--- src/rtl/assert_macros.svh ---
// Assertion macros used by the top level of the matrix engine.
`ifndef ASSERT_MACROS_SVH
`define ASSERT_MACROS_SVH

`ifndef ASSERT_OFF

// Same-cycle implication, checked on every rising edge out of reset.
`define ASSERT_IMPLIES(label, clk, rst, ante, cons) \
  label: assert property (@(posedge clk) disable iff (rst) (ante) |-> (cons)) \
    else $error("assertion failed: same-cycle implication");

// Next-cycle implication, checked on every rising edge out of reset.
`define ASSERT_NEXT(label, clk, rst, ante, cons) \
  label: assert property (@(posedge clk) disable iff (rst) (ante) |=> (cons)) \
    else $error("assertion failed: next-cycle implication");

`else

`define ASSERT_IMPLIES(label, clk, rst, ante, cons)
`define ASSERT_NEXT(label, clk, rst, ante, cons)

`endif

`endif

--- src/rtl/mae_pkg.sv ---
// Shared types and constants of the matrix add, subtract and multiply engine.
package mae_pkg;

  localparam int DATA_W    = 32;
  localparam int DIM_REG_W = 4;
  localparam int OUT_IDX_W = 3;
  localparam int LOAD_W    = 8;
  localparam int CFG_IDX_W = 3;
  localparam int CFG_DATA_W = 4;

  // Configuration register indexes.
  localparam logic [CFG_IDX_W-1:0] REG_ROWS_A    = 3'd0;
  localparam logic [CFG_IDX_W-1:0] REG_COLS_A    = 3'd1;
  localparam logic [CFG_IDX_W-1:0] REG_ROWS_B    = 3'd2;
  localparam logic [CFG_IDX_W-1:0] REG_COLS_B    = 3'd3;
  localparam logic [CFG_IDX_W-1:0] REG_OPERATION = 3'd4;

  typedef enum logic [1:0] {
    OP_ADD  = 2'd0,
    OP_SUB  = 2'd1,
    OP_MUL  = 2'd2,
    OP_RSVD = 2'd3
  } op_t;

  typedef enum logic [2:0] {
    ST_LOAD,
    ST_READ,
    ST_CALC,
    ST_ACCUM,
    ST_EMIT,
    ST_ERR
  } state_t;

  // Controls from the sequencer to the shared arithmetic unit.
  typedef struct packed {
    logic calc;
    logic accum;
    logic first;
    op_t  op;
  } alu_ctl_t;

  // Request from the sequencer to load the output register.
  typedef struct packed {
    logic                 load;
    logic                 err;
    logic [OUT_IDX_W-1:0] row;
    logic [OUT_IDX_W-1:0] col;
    logic                 last;
  } out_ctl_t;

endpackage

--- src/rtl/mae_store.sv ---
// Element stores for matrix A and matrix B, one write and one registered read each.
module mae_store #(
  parameter int MAX_DIM = 8
) (
  input  logic                        clk,
  input  logic                        wr_en_a,
  input  logic                        wr_en_b,
  input  logic [$clog2(MAX_DIM*MAX_DIM)-1:0] wr_addr,
  input  logic [mae_pkg::DATA_W-1:0]  wr_data,
  input  logic [$clog2(MAX_DIM*MAX_DIM)-1:0] rd_addr_a,
  input  logic [$clog2(MAX_DIM*MAX_DIM)-1:0] rd_addr_b,
  output logic [mae_pkg::DATA_W-1:0]  rd_data_a,
  output logic [mae_pkg::DATA_W-1:0]  rd_data_b
);

  localparam int DEPTH = MAX_DIM * MAX_DIM;

  logic [mae_pkg::DATA_W-1:0] mem_a [DEPTH];
  logic [mae_pkg::DATA_W-1:0] mem_b [DEPTH];

  // Matrix A store.
  always_ff @(posedge clk) begin
    if (wr_en_a) begin
      mem_a[wr_addr] <= wr_data;
    end
    rd_data_a <= mem_a[rd_addr_a];
  end

  // Matrix B store.
  always_ff @(posedge clk) begin
    if (wr_en_b) begin
      mem_b[wr_addr] <= wr_data;
    end
    rd_data_b <= mem_b[rd_addr_b];
  end

endmodule

--- config.mk ---
export PLATFORM = sky130hd
export DESIGN_NAME = mae_store
export DESIGN_NICKNAME = d
export VERILOG_FILES = /design/src/rtl/assert_macros.svh /design/src/rtl/mae_pkg.sv /design/src/rtl/mae_store.sv
export SDC_FILE = /design/constraint.sdc
export NUM_CORES = 2
export LEC_CHECK = 0
export BUFFER_PORTS_ARGS = -buffer_cell sky130_fd_sc_hd__buf_2
export CAP_MARGIN = 10
export CELL_PAD_IN_SITES_DETAIL_PLACEMENT = 1
export CELL_PAD_IN_SITES_GLOBAL_PLACEMENT = 1
export CORE_MARGIN = 1
export CORE_UTILIZATION = 30
export CTS_BUF_LIST = sky130_fd_sc_hd__clkbuf_4 sky130_fd_sc_hd__clkbuf_8
export DETAILED_ROUTE_END_ITERATION = 10
export MAX_ROUTING_LAYER = met4
export PLACE_DENSITY_LB_ADDON = 0.08
export SLEW_MARGIN = 20
export SYNTH_ARGS = -nofsm -noshare
export SYNTH_HDL_FRONTEND = slang
export SYNTH_SLANG_ARGS = --single-unit
--- constraint.sdc ---
create_clock -name clk -period 3.8 [get_ports clk]
set_clock_uncertainty 0.1 [all_clocks]
set_input_delay 0.76 -clock clk [delete_from_list [all_inputs] [get_ports clk]]
set_output_delay 0.76 -clock clk [all_outputs]
set_load 0.1 [all_outputs]
==> impl_metrics.yaml <==
setup_path:
  crit_path_cell_trace: "buf_2"
  cp.depth: 1
  cp_num_buf_inv: 1
  critPathLaunch: "rd_data_b[2]$_DFF_P_"
  critical-path-top-delay-family: "flip-flops"
  reg2reg_depth: 6
  crit_type: "reg2out"
  end_kind: "output pin"
  max_stage_delay_ps: 750
  critPathArrivalTime_ps: 2630
  cp-endpoint: "rd_data_b[2]"
  cp_data_required_time_ps: 2940
  r2r-start: "mem_b[15][24]$_DFFE_PP_"
  critical-path-slowest-cell: "dfxtp_1"
  worst-path-max-fanout: 1
  ff2ff_setup_slack_ps: 1050
  critPathLaunchType: "register"
  rr_endpoint: "rd_data_b[24]$_DFF_P_"
placement:
  gp_congestion: 0.743
  io_buffers: 116
  dpl.hpwl_um: 299000
power_and_ir_drop:
  total_power_w: 0.0980
  seqPwrFrac_pct: 52.1
  p_per_area_mw_per_mm2: 520
  intPower_w: 0.0747
  p_sw_w: 0.0233
  clkPwrFrac_pct: 41.4
  comb_power_share_pct: 6.5
  leakage_nw: 59.6
  ir_drop_mv: 0.378
  p_sw_share_pct: 23.8
clock_tree:
  numCtsBuffers: 733
  clk_pin_slew_ps: 60
  clk_latency_ps: 1310
  h-tree-depth: 6
  cts_tree: "yes"
  clock-sinks: 4160
  cts_root_buffer: "clkbuf_8"
  postCtsSetupRepairBufs: 0
  clockBufferDepth: 4
floorplan:
  std_cell_rows: 266
  io-pin-count: 117
  coreArea_mm2: 0.525
  die-area_mm2: 0.530
  die_w_um: 728
  die_h_um: 728
  start_util_pct: 30.1
drt:
  wl_met1_um: 223000
  drt_iter0_drc: 7014
  postRouteAntennaNets: 0
  wl_met3_um: 28300
  vias_per_cell: 4.98
  vias: 77200
  routed_wl_um: 516000
  firstDrtPassIters: 5
  route.met2.wl_um: 254000
  post-route-drc-count: 0
  routedWlPerCell_um: 33.3
  dr.max_layer_used: "met4"
timing:
  worstMarginPinSlew_ps: 1170
  min_period_ps: 3490
  hold_viol_final: 0
  finalSetupViolations: 0
  slew_viol_final: 0
  slew-limit-headroom_pct: 20.9
  min_period_over_period_pct: 91.8
  rsz0062_at_grt: "no"
  finalSetupTns_ps: 0
  fmax_mhz: 287
global_route:
  grt_pass1_vias: 83700
  grt_pass1_wl_um: 703000
  grt_start_max_net_pins: 129
  grt-ovfl-total: 0
  grt_use_total_pct: 19.8
  antenna_found_initial: 64
logic_synthesis:
  netlist.area_leader.share_pct: 77.8
  synth_fp_nets: 6874
  synth_area_leaders: "edfxtp_1 (78%), mux4_2 (15%), mux2i_1 (2.0%), dfxtp_1 (0.81%), a22oi_1 (0.57%)"
  yosys_most_used_dff: "edfxtp_1"
  synthArstFlopShare_pct: 0
  ys_seq_area_share_pct: 78.7
  synth_area_per_cell_um2: 23.2
  ys_warn_count: 0
  ys_ff_latch: 4160
  yosys.area.top_type: "edfxtp_1"
  synth_edf_count: 4096
  syn-instance-count: 6821
  synth_cell_type_count: 53
  synth_area_mm2: 0.158
run_status:
  outcome: "complete, no violations"
final_layout:
  final_nets: 8006
  nFillCells: 50500
  areaGrowthSynthToFinish_pct: 19.2
  drive_gt1_share_pct: 36.6
worst_hold_path:
  min_path_type: "in2reg"
flow_run:
  drv_cap: 0
==> routing by layer <==
metal / vias up / track usage [%]
li1: 31500 / -
met1: 43000 / 25.8
met2: 1947 / 32.4
met3: 707 / 3.51
met4: 0 / 4.36
met5: - / -
==> sequential cells by signal (all words and copies together), names as in the netlist <==
name       count
mem_a       2048
mem_b       2048
rd_data_a     32
rd_data_b     32
==> how the worst min path moves through the flow <==
stage | start | to | depth (start not counted)
after floorplan | mem_a[20][10]$_DFFE_PP_ | rd_data_a[10]$_DFF_P_ | 3
after global placement | mem_a[21][25]$_DFFE_PP_ | rd_data_a[25]$_DFF_P_ | 5
after detailed placement | mem_a[58][20]$_DFFE_PP_ | rd_data_a[20]$_DFF_P_ | 5
after CTS | wr_data[30] | mem_a[56][30]$_DFFE_PP_ | 1
after global routing | wr_data[30] | mem_a[56][30]$_DFFE_PP_ | 1
final | wr_data[30] | mem_a[56][30]$_DFFE_PP_ | 1
==> timing repair <==
action / 4_1_cts / 5_1_grt
setup endpoints to repair: 1 / 0
gates resized for setup: 1 / 0
hold endpoints to repair: 1451 / 0
hold buffers: 33 / 0
==> cell type report <==
cell class	count	area, µm²	area share, %
Inverter	15	57.6	0.0306
Timing Repair Buffer	773	8310	4.41
Antenna cell	45	113	0.0598
Clock inverter	237	1360	0.722
Multi-Input combinational cell	2270	32800	17.4
Sequential cell	4160	124000	66.0
Clock buffer	1044	12700	6.74
Tap cell	6968	8720	4.63
==> placed cells by master, fill, tap and decap left out, types with 54 or more instances in the layout <==
| master | count |
|---|---|
| clkbuf_8 | 776 |
| mux4_2 | 1019 |
| clkinv_2 | 54 |
| nor2_4 | 128 |
| clkinv_1 | 132 |
| buf_4 | 440 |
| clkbuf_4 | 269 |
| o22ai_1 | 62 |
| mux2i_1 | 322 |
| a22oi_1 | 121 |
| buf_2 | 76 |
| dfxtp_1 | 63 |
| edfxtp_1 | 4096 |
| nand2_1 | 192 |
| buf_12 | 200 |
==> stage by stage <==
stage / utilization (%) / setup WS, ps / hold WS, ps / instance area, µm² / std cells
after floorplan: - / 62.6 / 645 / 158000 / 6821
after global placement: 33.1 / -626 / 795 / 174000 / 14200
after detailed placement: 33.1 / -360 / 810 / 174000 / 14200
after CTS: 35.9 / 65.5 / 3.60 / 188000 / 15500
after global routing: 35.9 / 212 / 56.5 / 188000 / 15500
final: 35.9 / 312 / 108 / 188000 / 15500
==> kinds of logic (layout without fill, tap and decap cells) <==
logic type,after synthesis,in the layout,synth area share [%]
other,0,45,0
DFF,4160,4160,78.7
and+or+nand+nor,500,500,1.43
buffers and inverters,391,2069,1.23
AOI/OAI and AO/OA,378,378,1.75
muxes,1392,1392,16.9
==> cell usage after synthesis, types with 2 or more instances <==
cell,count
a2111oi_0,4
o211ai_1,52
nand3b_1,9
mux4_2,1019
o2111ai_1,2
nor3_1,23
buf_2,133
a31oi_1,2
a211oi_2,4
o2bb2a_1,19
or3_1,5
mux2_2,51
o22ai_1,62
nand2b_1,7
nand2_1,192
a311o_1,4
a2bb2oi_1,3
nand4_1,25
a211oi_1,27
nor2b_1,37
inv_1,15
o311ai_0,4
buf_6,13
dfxtp_1,64
a21oi_1,42
or3b_2,3
clkbuf_1,142
buf_1,30
a22oi_1,121
a32oi_1,18
o31a_1,4
and2_0,2
nor2_1,158
o21ai_0,3
nand3_1,25
and4bb_2,3
and4b_1,3
mux2i_1,322
edfxtp_1,4096
or2_2,2
o21ai_1,2
buf_4,58
==> power by group through the flow <==
| stage | Combinational (W) | Clock, W | Sequential, W |
|---|---|---|---|
| after global routing | 0.00676 | 0.0435 | 0.0511 |
| after floorplan | 0.00249 | 0 | 0.0526 |
| final | 0.00640 | 0.0405 | 0.0511 |
| after detailed placement | 0.00654 | 0 | 0.0520 |
| after global placement | 0.00647 | 0 | 0.0520 |
| after CTS | 0.00658 | 0.0419 | 0.0511 |
(Power assumes the default switching activity.)
