### src/rtl/assert_macros.svh
// Assertion macros used by the top level of the matrix engine.
`ifndef ASSERT_MACROS_SVH
`define ASSERT_MACROS_SVH

`ifndef ASSERT_OFF

// Same-cycle implication, checked on every rising edge out of reset.
`define ASSERT_IMPLIES(label, clk, rst, ante, cons) \
  label: assert property (@(posedge clk) disable iff (rst) (ante) |-> (cons)) \
    else $error("assertion failed: same-cycle implication");

// Next-cycle implication, checked on every rising edge out of reset.
`define ASSERT_NEXT(label, clk, rst, ante, cons) \
  label: assert property (@(posedge clk) disable iff (rst) (ante) |=> (cons)) \
    else $error("assertion failed: next-cycle implication");

`else

`define ASSERT_IMPLIES(label, clk, rst, ante, cons)
`define ASSERT_NEXT(label, clk, rst, ante, cons)

`endif

`endif

### src/rtl/mae_pkg.sv
// Shared types and constants of the matrix add, subtract and multiply engine.
package mae_pkg;

  localparam int DATA_W    = 32;
  localparam int DIM_REG_W = 4;
  localparam int OUT_IDX_W = 3;
  localparam int LOAD_W    = 8;
  localparam int CFG_IDX_W = 3;
  localparam int CFG_DATA_W = 4;

  // Configuration register indexes.
  localparam logic [CFG_IDX_W-1:0] REG_ROWS_A    = 3'd0;
  localparam logic [CFG_IDX_W-1:0] REG_COLS_A    = 3'd1;
  localparam logic [CFG_IDX_W-1:0] REG_ROWS_B    = 3'd2;
  localparam logic [CFG_IDX_W-1:0] REG_COLS_B    = 3'd3;
  localparam logic [CFG_IDX_W-1:0] REG_OPERATION = 3'd4;

  typedef enum logic [1:0] {
    OP_ADD  = 2'd0,
    OP_SUB  = 2'd1,
    OP_MUL  = 2'd2,
    OP_RSVD = 2'd3
  } op_t;

  typedef enum logic [2:0] {
    ST_LOAD,
    ST_READ,
    ST_CALC,
    ST_ACCUM,
    ST_EMIT,
    ST_ERR
  } state_t;

  // Controls from the sequencer to the shared arithmetic unit.
  typedef struct packed {
    logic calc;
    logic accum;
    logic first;
    op_t  op;
  } alu_ctl_t;

  // Request from the sequencer to load the output register.
  typedef struct packed {
    logic                 load;
    logic                 err;
    logic [OUT_IDX_W-1:0] row;
    logic [OUT_IDX_W-1:0] col;
    logic                 last;
  } out_ctl_t;

endpackage

### src/rtl/mae_alu.sv
// Shared arithmetic unit: registered add, subtract or multiply, then accumulate.
module mae_alu (
  input  logic                       clk,
  input  mae_pkg::alu_ctl_t          ctl,
  input  logic [mae_pkg::DATA_W-1:0] a,
  input  logic [mae_pkg::DATA_W-1:0] b,
  output logic [mae_pkg::DATA_W-1:0] acc
);

  logic [mae_pkg::DATA_W-1:0] prod;

  // First stage: one operation on the two store words, wrapped to 32 bits.
  always_ff @(posedge clk) begin
    if (ctl.calc) begin
      case (ctl.op)
        mae_pkg::OP_ADD: prod <= a + b;
        mae_pkg::OP_SUB: prod <= a - b;
        mae_pkg::OP_MUL: prod <= a * b;
        default:         prod <= a + b;
      endcase
    end
  end

  // Second stage: start a new sum on the first term, otherwise add to it.
  always_ff @(posedge clk) begin
    if (ctl.accum) begin
      acc <= ctl.first ? prod : acc + prod;
    end
  end

endmodule

### config.mk
export PLATFORM = sky130hd
export DESIGN_NAME = mae_alu
export DESIGN_NICKNAME = d
export VERILOG_FILES = /design/src/rtl/assert_macros.svh /design/src/rtl/mae_pkg.sv /design/src/rtl/mae_alu.sv
export SDC_FILE = /design/constraint.sdc
export NUM_CORES = 1
export LEC_CHECK = 0
export BUFFER_PORTS_ARGS = -buffer_cell sky130_fd_sc_hd__buf_2
export CAP_MARGIN = 20
export CORE_MARGIN = 10
export CORE_UTILIZATION = 50
export CTS_BUF_LIST = sky130_fd_sc_hd__clkbuf_8
export CTS_CLUSTER_SIZE = 20
export DETAILED_ROUTE_END_ITERATION = 8
export PLACE_DENSITY_LB_ADDON = 0.12
export SETUP_SLACK_MARGIN = 0.3
export SLEW_MARGIN = 20
export SYNTH_ARGS = -nofsm -noshare
export SYNTH_HDL_FRONTEND = slang
export SYNTH_SLANG_ARGS = --single-unit
### constraint.sdc
create_clock -name clk -period 15.4 [get_ports clk]
set_input_delay 1.54 -clock clk [delete_from_list [all_inputs] [get_ports clk]]
set_output_delay 1.54 -clock clk [all_outputs]
set_load 0.005 [all_outputs]
==> results of run 1 <==
## area by class of cell
class / instances / area [um^2] / area share
Inverter: 405 / 1520 / 0.0657
Antenna cell: 1 / 2.50 / 0.000108
Tap cell: 585 / 732 / 0.0316
Clock buffer: 9 / 124 / 0.00535
Timing Repair Buffer: 110 / 573 / 0.0248
Clock inverter: 7 / 80.1 / 0.00346
Sequential cell: 64 / 1920 / 0.0830
Multi-Input combinational cell: 1879 / 18200 / 0.786
## routing by layer
metal / share of wire / routed length (um) / GRT usage / up-vias
met5: 0 / 0 / 0 / -
met4: 0.022 / 1440 / 0.0610 / 0
met3: 0.068 / 4400 / 0.0341 / 84
met2: 0.47 / 30600 / 0.414 / 608
met1: 0.44 / 28500 / 0.343 / 8706
li1: - / - / - / 7738
## cells in the mapped netlist, types with 15 or more instances
cell type / number
o21ai_0: 65
nand2_1: 299
nand2b_1: 19
ha_1: 187
xor2_1: 60
o21ai_1: 16
a211oi_1: 15
nor3_1: 22
o31ai_1: 15
fa_1: 410
nor2_1: 57
a21o_1: 38
edfxtp_1: 64
o21a_1: 16
nand3_1: 15
a21oi_1: 81
inv_1: 405
and2_1: 313
clkbuf_1: 119
xnor2_1: 97
## worst min-delay path: cells and delay by family (launching register included)
| kind | cells | cell delay [ns] |
|---|---|---|
| compound gates | 1 | 0.06 |
| flops | 1 | 0.36 |
| simple gates | 1 | 0.05 |
## state kept, by name, summed over array words and instances, names as in the netlist
register	cells
prod	32
acc	32
## metrics by stage
stage | worst slack (ns) | cell area, um^2 | util | instances | hold slack, ns
after floorplan | 6.97 | 22100 | - | 2469 | 0.525
after global placement | 6.37 | 22900 | 0.529 | 3043 | 0.545
after detailed placement | 6.38 | 22900 | 0.529 | 3043 | 0.560
after CTS | 6.76 | 23100 | 0.534 | 3059 | 0.575
after global routing | 6.48 | 23100 | 0.534 | 3059 | 0.607
final | 6.73 | 23100 | 0.534 | 3060 | 0.568
## path summary, 6_finish.rpt
kind | to | slack (ns)
worst max-delay path | prod[31]$_DFFE_PP_ | 6.73
worst min-delay path | acc[13]$_DFFE_PP_ | 0.57
worst max register to register | acc[16]$_DFFE_PP_ | 11.79
worst min register to register | acc[13]$_DFFE_PP_ | 0.57
## cells by family (layout without fill, tap and decap cells)
family	count (synthesis)	count (layout)	synth area share
AOI/OAI and AO/OA	318	318	0.0939
xor gates and xnor gates	157	157	0.0623
adders and majority gates	597	597	0.478
buffers and inverters	526	531	0.0894
DFF	64	64	0.0870
muxes	9	9	0.00414
other	0	1	0
and+or+nand+nor	798	798	0.186
## placed cells by master (no fill, tap or decap), drive strengths merged, types with 8 or more instances in the layout
master / count
edfxtp: 64
clkbuf: 9
xor2: 60
mux2i: 8
nor3: 22
nor2b: 11
o31ai: 15
nand2b: 19
a211oi: 16
fa: 410
buf: 110
a31oi: 11
and2: 313
nand2: 299
ha: 187
and3: 14
o21a: 16
or3: 8
o21ai: 84
a21o: 38
a21oi: 83
xnor2: 97
inv: 406
nor2: 57
nand3: 15
==> summary.txt, run 1 <==
Outcome - completed
Initial antenna violation count - 3
DR vias - 17,100
Syn Nets - 3,136
Number of core rows - 76
Setup Skew - 0.0133 ns
Worst path arrival time - 8.78 ns
Starting density of the core - 0.509
# fillers - 4,070
Largest delay share family, worst path - adder cells
Worst Reg2Reg Path Length in Cells - 12
Primary FF master, synth - edfxtp_1
Fmax achieved - 115 MHz
Async set or reset register ratio after synthesis - 0
DRT iter0 DRCs - 1,193
GP Congestion - 0.905
Final setup fails - 0
Pre-Repair DR Iteration Count - 5
Sum of buffers and inverters on the critical path - 3
RSZ-0062 raised after global routing - false
Yosys reg bits - 64
Clock sink count - 64
Synth unique cells - 67
Post-route clock period utilization - 0.563
Core area - 0.0434 mm^2
Clock buffer depth - 2
Layout Nets - 3,136
CP max stage delay - 0.55 ns
Fin Setup TNS - 0 ns
Post-Syn Instances - 2,469
Horiz. Die Dim - 230 um
Clock slew seen by the registers of the worst setup and hold paths - 0.08 ns
CP Data Required Time - 15.51 ns
Total gr overflow - 0
Detail Placement HPWL - 50.3 mm
Pin count of the biggest net entering global routing - 66
Post-synth EDFFs - 64
Area grow syn2layout - 4.80%
CP cell instances - buf_2 > and2_1 > fa_1 > inv_1 > fa_1 > fa_1 > fa_1 > inv_1 > fa_1 > fa_1 > fa_1 > fa_1 > ha_1 > nand4_1 > nor2_1 > nand2_1 > a211oi_1 > o221ai_1 > a21oi_1 > a31oi_1 > xnor2_1 > mux2i_1
Die H - 230 um
Average wire per standard cell - 21.2 um
Cell taking the most area after synthesis - fa_1
Die Area - 0.0530 mm^2
Gr usage total - 0.251
Crit. Startpoint - b[3]
Final Critical Period - 8.67 ns
Max_cap viols - 0
Slew at the pin with the worst max-slew slack - 1.14 ns
Vias in the first global route - 18,500
Share of cells above drive strength 1 - 0.0594
Residual DRC - 0
Crit end category - register
Startpoint Class - input port
Total setup buffers inserted after CTS - 0
Hold Crit Class - reg -> reg
Synth Cell Area - 0.0221 mm^2
Post-synthesis sequential area ratio - 0.0870
Total detailed-routing wirelength - 64.9 mm
Hold depth - 2
Avg Cell Area, Syn - 8.94 um^2
Fin. max-slew vios - 0
Cts bufs inserted - 9
Area contributors post-synth - fa_1 37%, ha_1 11%, and2_1 8.9%, edfxtp_1 8.7%, inv_1 6.9%
Max-slew headroom at the worst pin - 0.241
Vias per cell - 5.60
Clock Latency Late Sink - 0.37 ns
First-pass GRT wire length - 105 mm
I/O pin cnt - 102
CP Depth - 22
CTS Hold Bufs - 0
Critical path type - in -> reg
Port buffer count - 101
Crit path max-delay cell type - buf_2
Clock root cell - clkbuf_8
Reg2Reg Launch Point - prod[0]$_DFFE_PP_
Final hold viol count - 0
CP max FO - 34
YS warnings - 0
Post-route antenna net violation count - 0
Hold Crit Start - prod[13]$_DFFE_PP_
Most frequent CP cell - fa_1
Synth top area share - 0.372
CTS H-tree lvls - 3
CTS tree - built
Post-CTS sizing - 0
Power of run 1 is not shown: default switching activity piles up to over one toggle a cycle in this logic, so the estimate is an artifact.
==> run 2, diff against run 1 <==
--- a/config.mk
+++ b/config.mk
@@ -5,6 +5,7 @@
 export SDC_FILE = /design/constraint.sdc
 export NUM_CORES = 1
 export LEC_CHECK = 0
+export ABC_AREA = 1
 export BUFFER_PORTS_ARGS = -buffer_cell sky130_fd_sc_hd__buf_2
 export CAP_MARGIN = 20
 export CORE_MARGIN = 10
==> constraint.sdc (replaced) <==
create_clock -name clk -period 7.2 [get_ports clk]
set_input_delay 0.72 -clock clk [delete_from_list [all_inputs] [get_ports clk]]
set_output_delay 0.72 -clock clk [all_outputs]
set_load 0.005 [all_outputs]
==> summary.txt, run 2 <==
Max_cap viols - 0
Synth Area in Compound Gates - 0.0784
Starting density of the core - 0.509
GP Congestion - 0.967
Primary FF master, synth - edfxtp_1
Crit end category - register
Yosys reg bits - 64
Critical path type - in -> reg
Post-synth EDFFs - 64
Core area - 0.0469 mm^2
Synth Cell Area - 0.0238 mm^2
CTS tree - built
Pin count of the biggest net entering global routing - 47
DR vias - 21,400
Initial antenna violation count - 4
Fmax achieved - 148 MHz
CP max stage delay - 0.61 ns
Clock root cell - clkbuf_8
Clock slew seen by the registers of the worst setup and hold paths - 0.07 ns
Worst path arrival time - 6.87 ns
RSZ-0062 raised after global routing - true
Area grow syn2layout - 9.06%
Detail Placement HPWL - 67.0 mm
Most frequent CP cell - fa_1
Area contributors post-synth - fa_1 34%, nand2_1 15%, inv_1 14%, ha_1 9.8%, edfxtp_1 8.1%
Sum of buffers and inverters on the critical path - 6
CTS H-tree lvls - 3
Startpoint Class - input port
Most common cell after layout, fill and taps aside - nand2_1
Synth Area in Adders - 0.442
First-pass GRT wire length - 125 mm
Largest delay share family, worst path - adder cells
Largest registers - acc: 32 flops, prod: 32 flops
Max-slew headroom at the worst pin - 0.383
Total gr overflow - 0
Post-route clock period utilization - 0.942
I/O pin cnt - 102
Vias in the first global route - 22,400
Top-count cell post-synth - nand2_1
CTS Hold Bufs - 0
Clock sink count - 64
Mux share of post-synthesis cell area - 0.000472
Layout Nets - 4,099
CP Data Required Time - 7.29 ns
DRT iter0 DRCs - 1,461
Async set or reset register ratio after synthesis - 0
Commonest non-fill, non-tap cells in the layout - 935 x nand2_1, 900 x inv_1, 407 x fa_1
Vias per cell - 5.28
Die Area - 0.0568 mm^2
Gr usage total - 0.286
Post-Syn Instances - 3,325
Pre-Repair DR Iteration Count - 6
Synth top area share - 0.344
Simple-Gate Fraction of Synth Area - 0.209
Final hold viol count - 0
Clock Latency Late Sink - 0.36 ns
Number of core rows - 79
Final setup fails - 0
Residual DRC - 0
YS warnings - 0
Horiz. Die Dim - 238 um
Syn Nets - 3,992
Post-route antenna net violation count - 0
Cell taking the most area after synthesis - fa_1
Die H - 238 um
Total detailed-routing wirelength - 79.8 mm
Synth Area in XOR/XNOR - 0.0246
Post-synthesis sequential area ratio - 0.0806
Cts bufs inserted - 9
Synth unique cells - 51
Largest family of logic cells by synthesized area - adder cells
Avg Cell Area, Syn - 7.17 um^2
Crit path max-delay cell type - fa_1
Average wire per standard cell - 19.7 um
Port buffer count - 101
Hold Crit Class - reg -> reg
Share of cells above drive strength 1 - 0.0891
CP max FO - 15
CP cell instances - buf_2 > buf_4 > nand2_1 > inv_1 > fa_1 > ha_1 > fa_1 > ha_1 > fa_1 > inv_1 > fa_1 > inv_1 > fa_1 > fa_1 > ha_4 > nand2_1 > buf_4 > o21ai_0 > a21oi_1 > nand3_2 > a21oi_1 > o21ai_1 > nor2_1 > o21ai_1
Slew at the pin with the worst max-slew slack - 0.925 ns
Clock buffer depth - 2
Setup Skew - 0.0144 ns
Final Critical Period - 6.78 ns
Fin Setup TNS - 0 ns
Top cells by count, synth - 939 x nand2_1, 899 x inv_1, 410 x fa_1
Outcome - completed
Fin. max-slew vios - 0
## run 2: worst paths after layout
kind | start | end | slack (ns) | depth (start not counted)
max | a[2] | prod[29]$_DFFE_PP_ | 0.42 | 24
min | prod[5]$_DFFE_PP_ | acc[5]$_DFFE_PP_ | 0.55 | 2
max reg2reg | prod[10]$_DFFE_PP_ | acc[31]$_DFFE_PP_ | 4.55 | 10
min reg2reg | prod[5]$_DFFE_PP_ | acc[5]$_DFFE_PP_ | 0.55 | 2
## run 2: layer usage
metal / vias up / GRT usage / wire, um
met5: - / 0 / 13
met3: 161 / 0.0300 / 4560
met1: 10500 / 0.354 / 32700
met2: 705 / 0.503 / 38800
met4: 2 / 0.116 / 3710
li1: 10000 / - / -
## run 2: worst min-delay path, delay by kind of cell (launching register included)
family	cells	cell delay, ns
and+or+nand+nor	1	0.05
DFF	1	0.35
AOI/OAI and AO/OA	1	0.06
## run 2: cells by family (layout without fill, tap and decap cells)
logic type      after synthesis  in the layout
xor+xnor                     67             67
compound gates              325            325
simple gates               1240           1240
buf+inv                    1031           1140
fa+ha+maj                   597            597
other cells                   0              2
flops                        64             64
mux                           1              1
## run 2: metrics by stage
stage	utilization	hold slack, ns	area, um^2	cells	setup slack, ns
after floorplan	-	0.521	23900	3325	0.308
after global routing	0.555	0.558	26000	4042	0.216
after global placement	0.547	0.530	25600	4027	0.00316
after CTS	0.550	0.553	25800	4040	0.335
after detailed placement	0.547	0.551	25600	4027	-0.114
final	0.555	0.553	26000	4043	0.421
## run 2: area by class of cell
class	count	area (um^2)
fillers	4655	20900
multi-input cells	2230	18100
inverters	906	3400
flip-flops and latches	64	1920
repair buffers	221	1630
well taps	607	759
clock buffers	9	124
clock inverters	4	17.5
diodes	2	5.00
## run 2: what timing repair did
action,4_1_cts,5_1_grt
endpoints found under the setup margin,1,18
pin swaps,0,20
setup buffers,0,1
gates resized for setup,2,70
Power of run 2 is left out for the same reason.
