==> config.mk <==
export PLATFORM = sky130hd
export DESIGN_NAME = mae_ctrl
export DESIGN_NICKNAME = d
export VERILOG_FILES = /design/src/rtl/assert_macros.svh /design/src/rtl/mae_pkg.sv /design/src/rtl/mae_ctrl.sv
export SDC_FILE = /design/constraint.sdc
export NUM_CORES = 1
export LEC_CHECK = 0
export ABC_AREA = 1
export ABC_CLOCK_PERIOD_IN_PS = 15900
export BUFFER_PORTS_ARGS = -buffer_cell sky130_fd_sc_hd__buf_2
export CAP_MARGIN = 20
export CORE_ASPECT_RATIO = 0.5
export CORE_UTILIZATION = 65
export CTS_CLUSTER_SIZE = 10
export DETAILED_ROUTE_END_ITERATION = 12
export GPL_ROUTABILITY_DRIVEN = 0
export PLACE_DENSITY = 0.95
export SYNTH_ARGS = -nofsm -noshare
export SYNTH_HDL_FRONTEND = slang
export SYNTH_SLANG_ARGS = --single-unit
==> constraint.sdc <==
create_clock -name clk -period 15.9 [get_ports clk]
set_input_delay 1.59 -clock clk [delete_from_list [all_inputs] [get_ports clk]]
set_output_delay 1.59 -clock clk [all_outputs]
set_load 0.05 [all_outputs]
==> src/rtl/assert_macros.svh <==
// Assertion macros used by the top level of the matrix engine.
`ifndef ASSERT_MACROS_SVH
`define ASSERT_MACROS_SVH

`ifndef ASSERT_OFF

// Same-cycle implication, checked on every rising edge out of reset.
`define ASSERT_IMPLIES(label, clk, rst, ante, cons) \
  label: assert property (@(posedge clk) disable iff (rst) (ante) |-> (cons)) \
    else $error("assertion failed: same-cycle implication");

// Next-cycle implication, checked on every rising edge out of reset.
`define ASSERT_NEXT(label, clk, rst, ante, cons) \
  label: assert property (@(posedge clk) disable iff (rst) (ante) |=> (cons)) \
    else $error("assertion failed: next-cycle implication");

`else

`define ASSERT_IMPLIES(label, clk, rst, ante, cons)
`define ASSERT_NEXT(label, clk, rst, ante, cons)

`endif

`endif

==> src/rtl/mae_pkg.sv <==
// Shared types and constants of the matrix add, subtract and multiply engine.
package mae_pkg;

  localparam int DATA_W    = 32;
  localparam int DIM_REG_W = 4;
  localparam int OUT_IDX_W = 3;
  localparam int LOAD_W    = 8;
  localparam int CFG_IDX_W = 3;
  localparam int CFG_DATA_W = 4;

  // Configuration register indexes.
  localparam logic [CFG_IDX_W-1:0] REG_ROWS_A    = 3'd0;
  localparam logic [CFG_IDX_W-1:0] REG_COLS_A    = 3'd1;
  localparam logic [CFG_IDX_W-1:0] REG_ROWS_B    = 3'd2;
  localparam logic [CFG_IDX_W-1:0] REG_COLS_B    = 3'd3;
  localparam logic [CFG_IDX_W-1:0] REG_OPERATION = 3'd4;

  typedef enum logic [1:0] {
    OP_ADD  = 2'd0,
    OP_SUB  = 2'd1,
    OP_MUL  = 2'd2,
    OP_RSVD = 2'd3
  } op_t;

  typedef enum logic [2:0] {
    ST_LOAD,
    ST_READ,
    ST_CALC,
    ST_ACCUM,
    ST_EMIT,
    ST_ERR
  } state_t;

  // Controls from the sequencer to the shared arithmetic unit.
  typedef struct packed {
    logic calc;
    logic accum;
    logic first;
    op_t  op;
  } alu_ctl_t;

  // Request from the sequencer to load the output register.
  typedef struct packed {
    logic                 load;
    logic                 err;
    logic [OUT_IDX_W-1:0] row;
    logic [OUT_IDX_W-1:0] col;
    logic                 last;
  } out_ctl_t;

endpackage

==> src/rtl/mae_ctrl.sv <==
// Sequencer: loads elements into the stores, then steps the shared unit over the result.
module mae_ctrl #(
  parameter int MAX_DIM = 8
) (
  input  logic                                clk,
  input  logic                                rst,
  input  logic [mae_pkg::DIM_REG_W-1:0]       rows_a,
  input  logic [mae_pkg::DIM_REG_W-1:0]       cols_a,
  input  logic [mae_pkg::DIM_REG_W-1:0]       rows_b,
  input  logic [mae_pkg::DIM_REG_W-1:0]       cols_b,
  input  mae_pkg::op_t                        operation,
  input  logic                                in_valid,
  output logic                                in_ready,
  input  logic                                out_free,
  output logic                                wr_en_a,
  output logic                                wr_en_b,
  output logic [$clog2(MAX_DIM*MAX_DIM)-1:0]  wr_addr,
  output logic [$clog2(MAX_DIM*MAX_DIM)-1:0]  rd_addr_a,
  output logic [$clog2(MAX_DIM*MAX_DIM)-1:0]  rd_addr_b,
  output mae_pkg::alu_ctl_t                   alu_ctl,
  output mae_pkg::out_ctl_t                   out_ctl
);

  localparam int DIM_W  = $clog2(MAX_DIM + 1);
  localparam int IDX_W  = $clog2(MAX_DIM);
  localparam int DEPTH  = MAX_DIM * MAX_DIM;
  localparam int ADDR_W = $clog2(DEPTH);
  localparam int SZ_W   = $clog2(DEPTH + 1);
  localparam int CMP_W  = (mae_pkg::LOAD_W > SZ_W + 1) ? mae_pkg::LOAD_W : SZ_W + 1;
  localparam int EW     = (DIM_W > mae_pkg::DIM_REG_W) ? DIM_W : mae_pkg::DIM_REG_W;
  localparam int OW     = (IDX_W > mae_pkg::OUT_IDX_W) ? IDX_W : mae_pkg::OUT_IDX_W;

  // A dimension of zero counts as one, any value above the maximum as the maximum.
  function automatic logic [DIM_W-1:0] eff_dim(input logic [mae_pkg::DIM_REG_W-1:0] d);
    logic [EW-1:0] x;
    x = EW'(d);
    if (x == '0) return DIM_W'(1);
    if (x > EW'(MAX_DIM)) return DIM_W'(MAX_DIM);
    return DIM_W'(x);
  endfunction

  mae_pkg::state_t state, state_next;

  logic [mae_pkg::LOAD_W-1:0] load_count;
  logic [mae_pkg::LOAD_W-1:0] lc_inc;
  logic [IDX_W-1:0]           i, j, k;

  logic [DIM_W-1:0] ra, ca, rb, cb, nc, kmax;
  logic [SZ_W-1:0]  size_a, size_b, addr_a_full, addr_b_full;
  logic [CMP_W-1:0] lc_ext, sa_ext, sb_ext, total, b_pos;
  logic [OW-1:0]    row_ext, col_ext;
  logic             is_mul, dims_bad, accept, run_start;
  logic             i_last, j_last, k_last;

  // Effective sizes and loop bounds from the current registers.
  always_comb begin
    ra = eff_dim(rows_a);
    ca = eff_dim(cols_a);
    rb = eff_dim(rows_b);
    cb = eff_dim(cols_b);
    size_a = SZ_W'(ra) * SZ_W'(ca);
    size_b = SZ_W'(rb) * SZ_W'(cb);
    lc_ext = CMP_W'(load_count);
    sa_ext = CMP_W'(size_a);
    sb_ext = CMP_W'(size_b);
    total  = sa_ext + sb_ext;
    b_pos  = lc_ext - sa_ext;
    lc_inc = load_count + mae_pkg::LOAD_W'(1);
    is_mul = (operation == mae_pkg::OP_MUL);
    case (operation)
      mae_pkg::OP_ADD,
      mae_pkg::OP_SUB: dims_bad = (ra != rb) || (ca != cb);
      mae_pkg::OP_MUL: dims_bad = (ca != rb);
      default:         dims_bad = 1'b1;
    endcase
    nc     = is_mul ? cb : ca;
    kmax   = is_mul ? ca : DIM_W'(1);
    i_last = (DIM_W'(i) == ra - DIM_W'(1));
    j_last = (DIM_W'(j) == nc - DIM_W'(1));
    k_last = (DIM_W'(k) == kmax - DIM_W'(1));
    // A is walked along row i, B down column j; add and subtract read both at (i, j).
    addr_a_full = SZ_W'(i) * SZ_W'(ca) + SZ_W'(is_mul ? k : j);
    addr_b_full = SZ_W'(is_mul ? k : i) * SZ_W'(cb) + SZ_W'(j);
    rd_addr_a   = addr_a_full[ADDR_W-1:0];
    rd_addr_b   = addr_b_full[ADDR_W-1:0];
    row_ext     = OW'(i);
    col_ext     = OW'(j);
  end

  assign accept    = in_valid && (state == mae_pkg::ST_LOAD);
  assign run_start = (CMP_W'(lc_inc) >= total);

  // State register.
  always_ff @(posedge clk) begin
    if (rst) begin
      state <= mae_pkg::ST_LOAD;
    end else begin
      state <= state_next;
    end
  end

  // Next state and per-state controls.
  always_comb begin
    state_next    = state;
    in_ready      = 1'b0;
    wr_en_a       = 1'b0;
    wr_en_b       = 1'b0;
    wr_addr       = lc_ext[ADDR_W-1:0];
    alu_ctl.calc  = 1'b0;
    alu_ctl.accum = 1'b0;
    alu_ctl.first = (k == '0);
    alu_ctl.op    = operation;
    out_ctl.load  = 1'b0;
    out_ctl.err   = 1'b0;
    out_ctl.row   = row_ext[mae_pkg::OUT_IDX_W-1:0];
    out_ctl.col   = col_ext[mae_pkg::OUT_IDX_W-1:0];
    out_ctl.last  = i_last && j_last;
    case (state)
      mae_pkg::ST_LOAD: begin
        in_ready = 1'b1;
        if (accept) begin
          // Positions past A go to B; positions past B are dropped.
          if (lc_ext < sa_ext) begin
            wr_en_a = 1'b1;
          end else if (b_pos < sb_ext) begin
            wr_en_b = 1'b1;
            wr_addr = b_pos[ADDR_W-1:0];
          end
          if (run_start) begin
            state_next = dims_bad ? mae_pkg::ST_ERR : mae_pkg::ST_READ;
          end
        end
      end
      mae_pkg::ST_READ: begin
        state_next = mae_pkg::ST_CALC;
      end
      mae_pkg::ST_CALC: begin
        alu_ctl.calc = 1'b1;
        state_next   = mae_pkg::ST_ACCUM;
      end
      mae_pkg::ST_ACCUM: begin
        alu_ctl.accum = 1'b1;
        state_next    = k_last ? mae_pkg::ST_EMIT : mae_pkg::ST_READ;
      end
      mae_pkg::ST_EMIT: begin
        if (out_free) begin
          out_ctl.load = 1'b1;
          state_next   = (i_last && j_last) ? mae_pkg::ST_LOAD : mae_pkg::ST_READ;
        end
      end
      mae_pkg::ST_ERR: begin
        out_ctl.row  = '0;
        out_ctl.col  = '0;
        out_ctl.last = 1'b1;
        out_ctl.err  = 1'b1;
        if (out_free) begin
          out_ctl.load = 1'b1;
          state_next   = mae_pkg::ST_LOAD;
        end
      end
      default: begin
        state_next = mae_pkg::ST_LOAD;
      end
    endcase
  end

  // Load counter and loop indexes.
  always_ff @(posedge clk) begin
    if (rst) begin
      load_count <= '0;
      i          <= '0;
      j          <= '0;
      k          <= '0;
    end else begin
      if (accept) begin
        load_count <= run_start ? '0 : lc_inc;
      end
      if (state == mae_pkg::ST_ACCUM && !k_last) begin
        k <= k + IDX_W'(1);
      end
      if (state == mae_pkg::ST_EMIT && out_free) begin
        k <= '0;
        if (j_last) begin
          j <= '0;
          i <= i_last ? '0 : i + IDX_W'(1);
        end else begin
          j <= j + IDX_W'(1);
        end
      end
    end
  end

endmodule

==> results of run 1 <==
==> layer usage <==
layer	up-vias	wire length, um	GRT usage [%]	share of wire [%]
met4	0	131	5.19	1.3
met3	20	703	5.15	7.1
met2	154	4550	54.1	46
met1	1866	4490	40.6	45
met5	-	0	0	0
li1	2087	-	-	-
==> where the power goes <==
group          switching (mW)  internal (mW)
registers              0.0106         0.0562
logic                   0.160         0.0722
clock network          0.0199         0.0384
==> sequential cells by signal, indices dropped and copies added (netlist names) <==
name,cells
state,3
i,3
col_ext,3
lc_ext,8
k,3
==> logic make-up (layout without fill, tap and decap cells) <==
family / after synthesis / in the layout / share of synthesized area [%]
and+or+nand+nor: 275 / 275 / 28.3
adders and majority gates: 91 / 91 / 30.7
DFF: 20 / 20 / 9.65
AOI/OAI and AO/OA: 70 / 70 / 9.50
buffers and inverters: 122 / 173 / 11.5
xor gates and xnor gates: 49 / 49 / 10.3
==> worst min-delay path: cells and delay by family (launching register included) <==
kind               cells  cell delay, ps
DFF                    1             350
and+or+nand+nor        1              80
AOI/OAI and AO/OA      1              60
==> synth_stat cells, types with 2 or more instances <==
library cell and instances:
ha_1 73, o21bai_1 2, nor3_1 6, buf_4 3, o21ai_1 2, xor2_1 35
inv_1 107, a21oi_1 32, o21ai_0 20, dfxtp_1 20, xnor2_1 14, clkbuf_1 3
nand2_1 146, nand3_1 23, nand4_1 10, nand3b_1 2, o211ai_1 2, inv_2 4
nor2_2 3, o22ai_1 2, buf_2 3, a22oi_1 3, fa_1 18, nor2_1 74
nor2_4 2, a31oi_1 3
==> final cells by class <==
class / instances / share of cell area [%]
Multi-Input combinational cell: 485 / 71.5
Tap cell: 88 / 2.40
Clock buffer: 4 / 1.94
Inverter: 113 / 9.32
Timing Repair Buffer: 56 / 6.12
Sequential cell: 20 / 8.74
==> placed cells by master (no fill, tap or decap), types with 3 or more instances in the layout <==
cell type    n
nand2_1    146
inv_1      107
nor2_1      74
ha_1        73
buf_2       56
xor2_1      35
a21oi_1     32
nand3_1     23
o21ai_0     20
dfxtp_1     20
fa_1        18
xnor2_1     14
nand4_1     10
nor3_1       6
inv_2        4
nor2_2       3
a31oi_1      3
a22oi_1      3
clkbuf_16    3
==> metrics by stage <==
stage	cell area (um2)	util [%]	hold WS [ps]
floorplan	4150	-	472
global route	4580	75.0	558
CTS	4580	75.0	522
finish	4580	75.0	527
global placement	4490	73.5	497
detailed placement	4490	73.5	513
==> how the worst max path moves through the flow <==
stage                  to  startpoint  cells past startpoint  slack [ps]
3_5_place_dp   wr_addr[4]   cols_a[3]                     24        7950
6_report       wr_addr[5]   cols_a[3]                     24        7930
2_1_floorplan  wr_addr[5]   cols_a[3]                     23        8360
4_1_cts        wr_addr[4]   cols_a[3]                     24        7960
3_3_place_gp   wr_addr[4]   cols_a[3]                     24        8190
5_1_grt        wr_addr[1]   cols_a[3]                     24        7580
==> run summary, run 1 <==
Final #Nets - 792
# hold bufs at CTS - 0
drt drc - 0
post-synthesis instance total - 627
Antenna Violating Nets Remaining - 0
status - completed
post-synth top area share - 22.0%
Seq cells post-synth - 20
min-delay worst type - register to register
TritonRoute pass-1 iters - 5
CTS root buf - clkbuf_16
Tot Pwr - 0.357 mW
Clock transition at path regs - 60 ps
I/O pin count - 57
period utilisation layout - 50.1%
Worst Setup Slack, final - 7930 ps
Via density - 5.39
Synth Warn # - 0
Critical Path Max Stage Delay - 570 ps
Diodes inserted - 0
Fillers - 504
setup repair bufs after CTS - 0
final setup fails - 0
data arrival time of the worst path - 6380 ps
Hold Path End - k[0]
Area growth syn-to-layout - 10.4%
top_reg_cell synth - dfxtp_1
fraction of layout cells with a size suffix above 1 - 11.5%
largest net degree at the start of global routing - 14
Synthesized Nets - 740
pwr/cell area - 78.0 nW/um2
Port Buffers - 56
clk buf depth - 2
crit path capture type - output port
detailed placement HPWL - 8350 um
sequence of cells on the critical path - buf_2, nor2_1, nand2_1, fa_1, fa_1, inv_1, fa_1, inv_1, ha_1, nand2_1, nor2_1, nor2_1, o21ai_0, nand2_1, nand2_1, xnor2_1, inv_1, ha_1, or2_4, a21oi_4, nand3_4, nand2_1, nand2_1, buf_2
synthesized area - 4150 um2
pre-CTS worst setup slack - 7950 ps
LEAKAGE - 2.72 nW
Worst EP required - 14310 ps
crit-path max FO - 10
gr ovfl total - 0
family with the most delay on the worst path - adder cells
CTS tree - built
row cnt - 20
main area contributors after synthesis - ha_1 22%, nand2_1 13%, inv_1 9.7%, dfxtp_1 9.7%, fa_1 8.7%
via count - 4127
Die Y - 58.5 um
sequential fraction of the synthesis area - 9.65%
die area - 6730 um2
reg-to-reg startpoint - lc_ext[1]
CTS resizes - 0
WL/cell - 12.9 um
syn_area_per_cell - 6.62 um2
worst reg-to-reg setup slack - 13080 ps
die width - 115 um
Synth cell types - 41
Inst Count DP - 762
clock tree sinks - 20
Async S/R FF share, synth - 0%
Post-Route WL - 9880 um
Worst Reg-to-Reg Cells - 12
post-synth top area cell - ha_1
startpoint types - input port
peak supply drop - 0.0000613 V
core box area - 6110 um2
Overall Global Routing Usage - 30.7%
Slew headroom - 61.1%
Most common cell on crit path - nand2_1
Hold Vio Cnt, Final - 0
WHS Path Cells - 2
RSZ-0062 raised after global routing - no
fmax - 125 MHz
global-route wire length before repair - 16500 um
max cap viols - 0
Final Max Slew Viols - 0
min Tclk post-route - 7970 ps
critical path class - input port to output port
H-Tree Depth - 1
final setup TNS - 0 ps
area taken by multi-input logic gates - 3270 um2
clock network latency to the later pin of the worst-skew pair - 250 ps
Reg-to-Reg End - lc_ext[2]
starting density of the core - 68.0%
CTS Buf Count - 3
Post-synth EDFFs - 0
worst slew pin tran - 580 ps
worst path bufs/invs - 5
post-route insts no fill - 766
worst clock skew - 2.31 ps
initial antenna violation count - 0
initial DRC count - 344
vias in the first global route - 3735
slowest stage cell, crit path - fa_1
Worst Hold Launch - k[0]
storage element area - 400 um2
No activity file was read; power rests on OpenSTA's default activity.
==> run 2, diff against run 1 <==
ABC_CLOCK_PERIOD_IN_PS = 7700   (was 15900)
CORE_UTILIZATION = 60   (was 65)
PLACE_DENSITY = 0.91   (was 0.95)
clock period = 7.7 ns   (was 15.9 ns; I/O delays follow)
==> run summary, run 2 (synthesis results as in run 1) <==
status - completed
vias in the first global route - 3706
starting density of the core - 65.3%
worst reg-to-reg setup slack - 4900 ps
core box area - 6360 um2
drt drc - 0
Die Y - 60.8 um
CTS Buf Count - 3
area taken by multi-input logic gates - 3270 um2
Largest register FFs - 8
H-Tree Depth - 1
most frequent cells in the layout - 146 x nand2_1, 107 x inv_1, 74 x nor2_1
Area growth syn-to-layout - 10.4%
# hold bufs at CTS - 0
period utilisation layout - 81.6%
Reg-to-Reg End - lc_ext[6]
clock tree sinks - 20
Port Buffers - 56
GR Util met2 - 51.7%
crit-path max FO - 10
die width - 120 um
Final #Nets - 792
initial antenna violation count - 0
Clock transition at path regs - 60 ps
Hold Vio Cnt, Final - 0
data arrival time of the worst path - 5510 ps
WL/cell - 12.9 um
clock network latency to the later pin of the worst-skew pair - 250 ps
setup repair bufs after CTS - 0
post-route cell area - 4580 um2
Worst EP required - 6930 ps
worst slew pin tran - 672 ps
die area - 7270 um2
dpl cell area - 4490 um2
peak supply drop - 0.000111 V
Diodes inserted - 0
CTS resizes - 0
CTS root buf - clkbuf_16
Post-Route WL - 9890 um
largest net degree at the start of global routing - 14
worst clock skew - 2.57 ps
initial DRC count - 290
Overall Global Routing Usage - 28.6%
Inst Count DP - 762
post-route insts no fill - 766
Fillers - 545
final setup fails - 0
CTS tree - built
via count - 4094
max cap viols - 0
RSZ-0062 raised after global routing - no
fmax - 159 MHz
LEAKAGE - 2.72 nW
row cnt - 20
TritonRoute pass-1 iters - 5
startpoint types - input port
critical path class - input port to output port
most common cell after layout, fill and taps aside - nand2_1
met1 Resource Use GR - 37.7%
Worst Reg-to-Reg Cells - 12
WHS Path Cells - 2
pwr/cell area - 161 nW/um2
min Tclk post-route - 6280 ps
I/O pin count - 57
clk buf depth - 2
detailed placement HPWL - 8380 um
met3 Use GR - 3.85%
most used routing layer - met2
Antenna Violating Nets Remaining - 0
final setup TNS - 0 ps
reg-to-reg startpoint - lc_ext[2]
min-delay worst type - register to register
Slew headroom - 54.9%
Final Util - 72.0%
crit path capture type - output port
global-route wire length before repair - 16700 um
Via density - 5.34
Final Max Slew Viols - 0
storage element area - 400 um2
gr ovfl total - 0
Worst Hold Launch - k[0]
Hold Path End - k[0]
fraction of layout cells with a size suffix above 1 - 11.5%
run 2: final cells by class:
| type | count | area share [%] |
|---|---|---|
| Timing Repair Buffer | 56 | 6.12 |
| Tap cell | 88 | 2.40 |
| Sequential cell | 20 | 8.74 |
| Multi-Input combinational cell | 485 | 71.5 |
| Inverter | 113 | 9.32 |
| Clock buffer | 4 | 1.94 |
run 2: how the worst max path moves through the flow:
stage	from	end	slack, ps	cells past startpoint
3_5_place_dp	cols_a[3]	wr_addr[0]	1430	23
3_3_place_gp	cols_a[3]	wr_addr[4]	1620	24
5_1_grt	cols_a[3]	wr_addr[3]	1030	24
4_1_cts	cols_a[3]	wr_addr[0]	1420	23
6_report	cols_a[3]	wr_addr[4]	1420	24
2_1_floorplan	cols_a[3]	wr_addr[5]	1800	23
run 2: layer usage:
metal  part of all wire, %  up-vias
met5                     0        -
met4                   1.0        0
met3                   5.1       10
met2                    46      113
met1                    48     1886
li1                      -     2085
run 2: stage by stage:
stage                     hold WS, ps  setup slack, ps  total power, mW
after detailed placement          505             1430            0.612
after global routing              565             1030            0.801
final                             516             1420            0.738
after floorplan                   472             1800            0.511
after global placement            496             1620            0.597
after CTS                         514             1420            0.737
run 2: critical path, stage by stage:
cell	delay, ps
buf_2	170
nor2_1	460
nand2_1	140
fa_1	480
fa_1	540
inv_1	70
fa_1	570
inv_1	50
ha_1	320
nand2_1	80
nand2_1	40
nor2_1	190
o21ai_0	120
nand2_1	70
nand2_1	100
xnor2_1	150
inv_1	60
ha_1	190
or2_4	250
a21oi_4	210
nand3_4	140
nand2_1	90
nand2_1	50
buf_2	200
run 2: report_power, final:
group,total (mW),switching [mW],internal (mW)
clock,0.120,0.0412,0.0793
combinational,0.479,0.330,0.148
sequential,0.139,0.0230,0.116
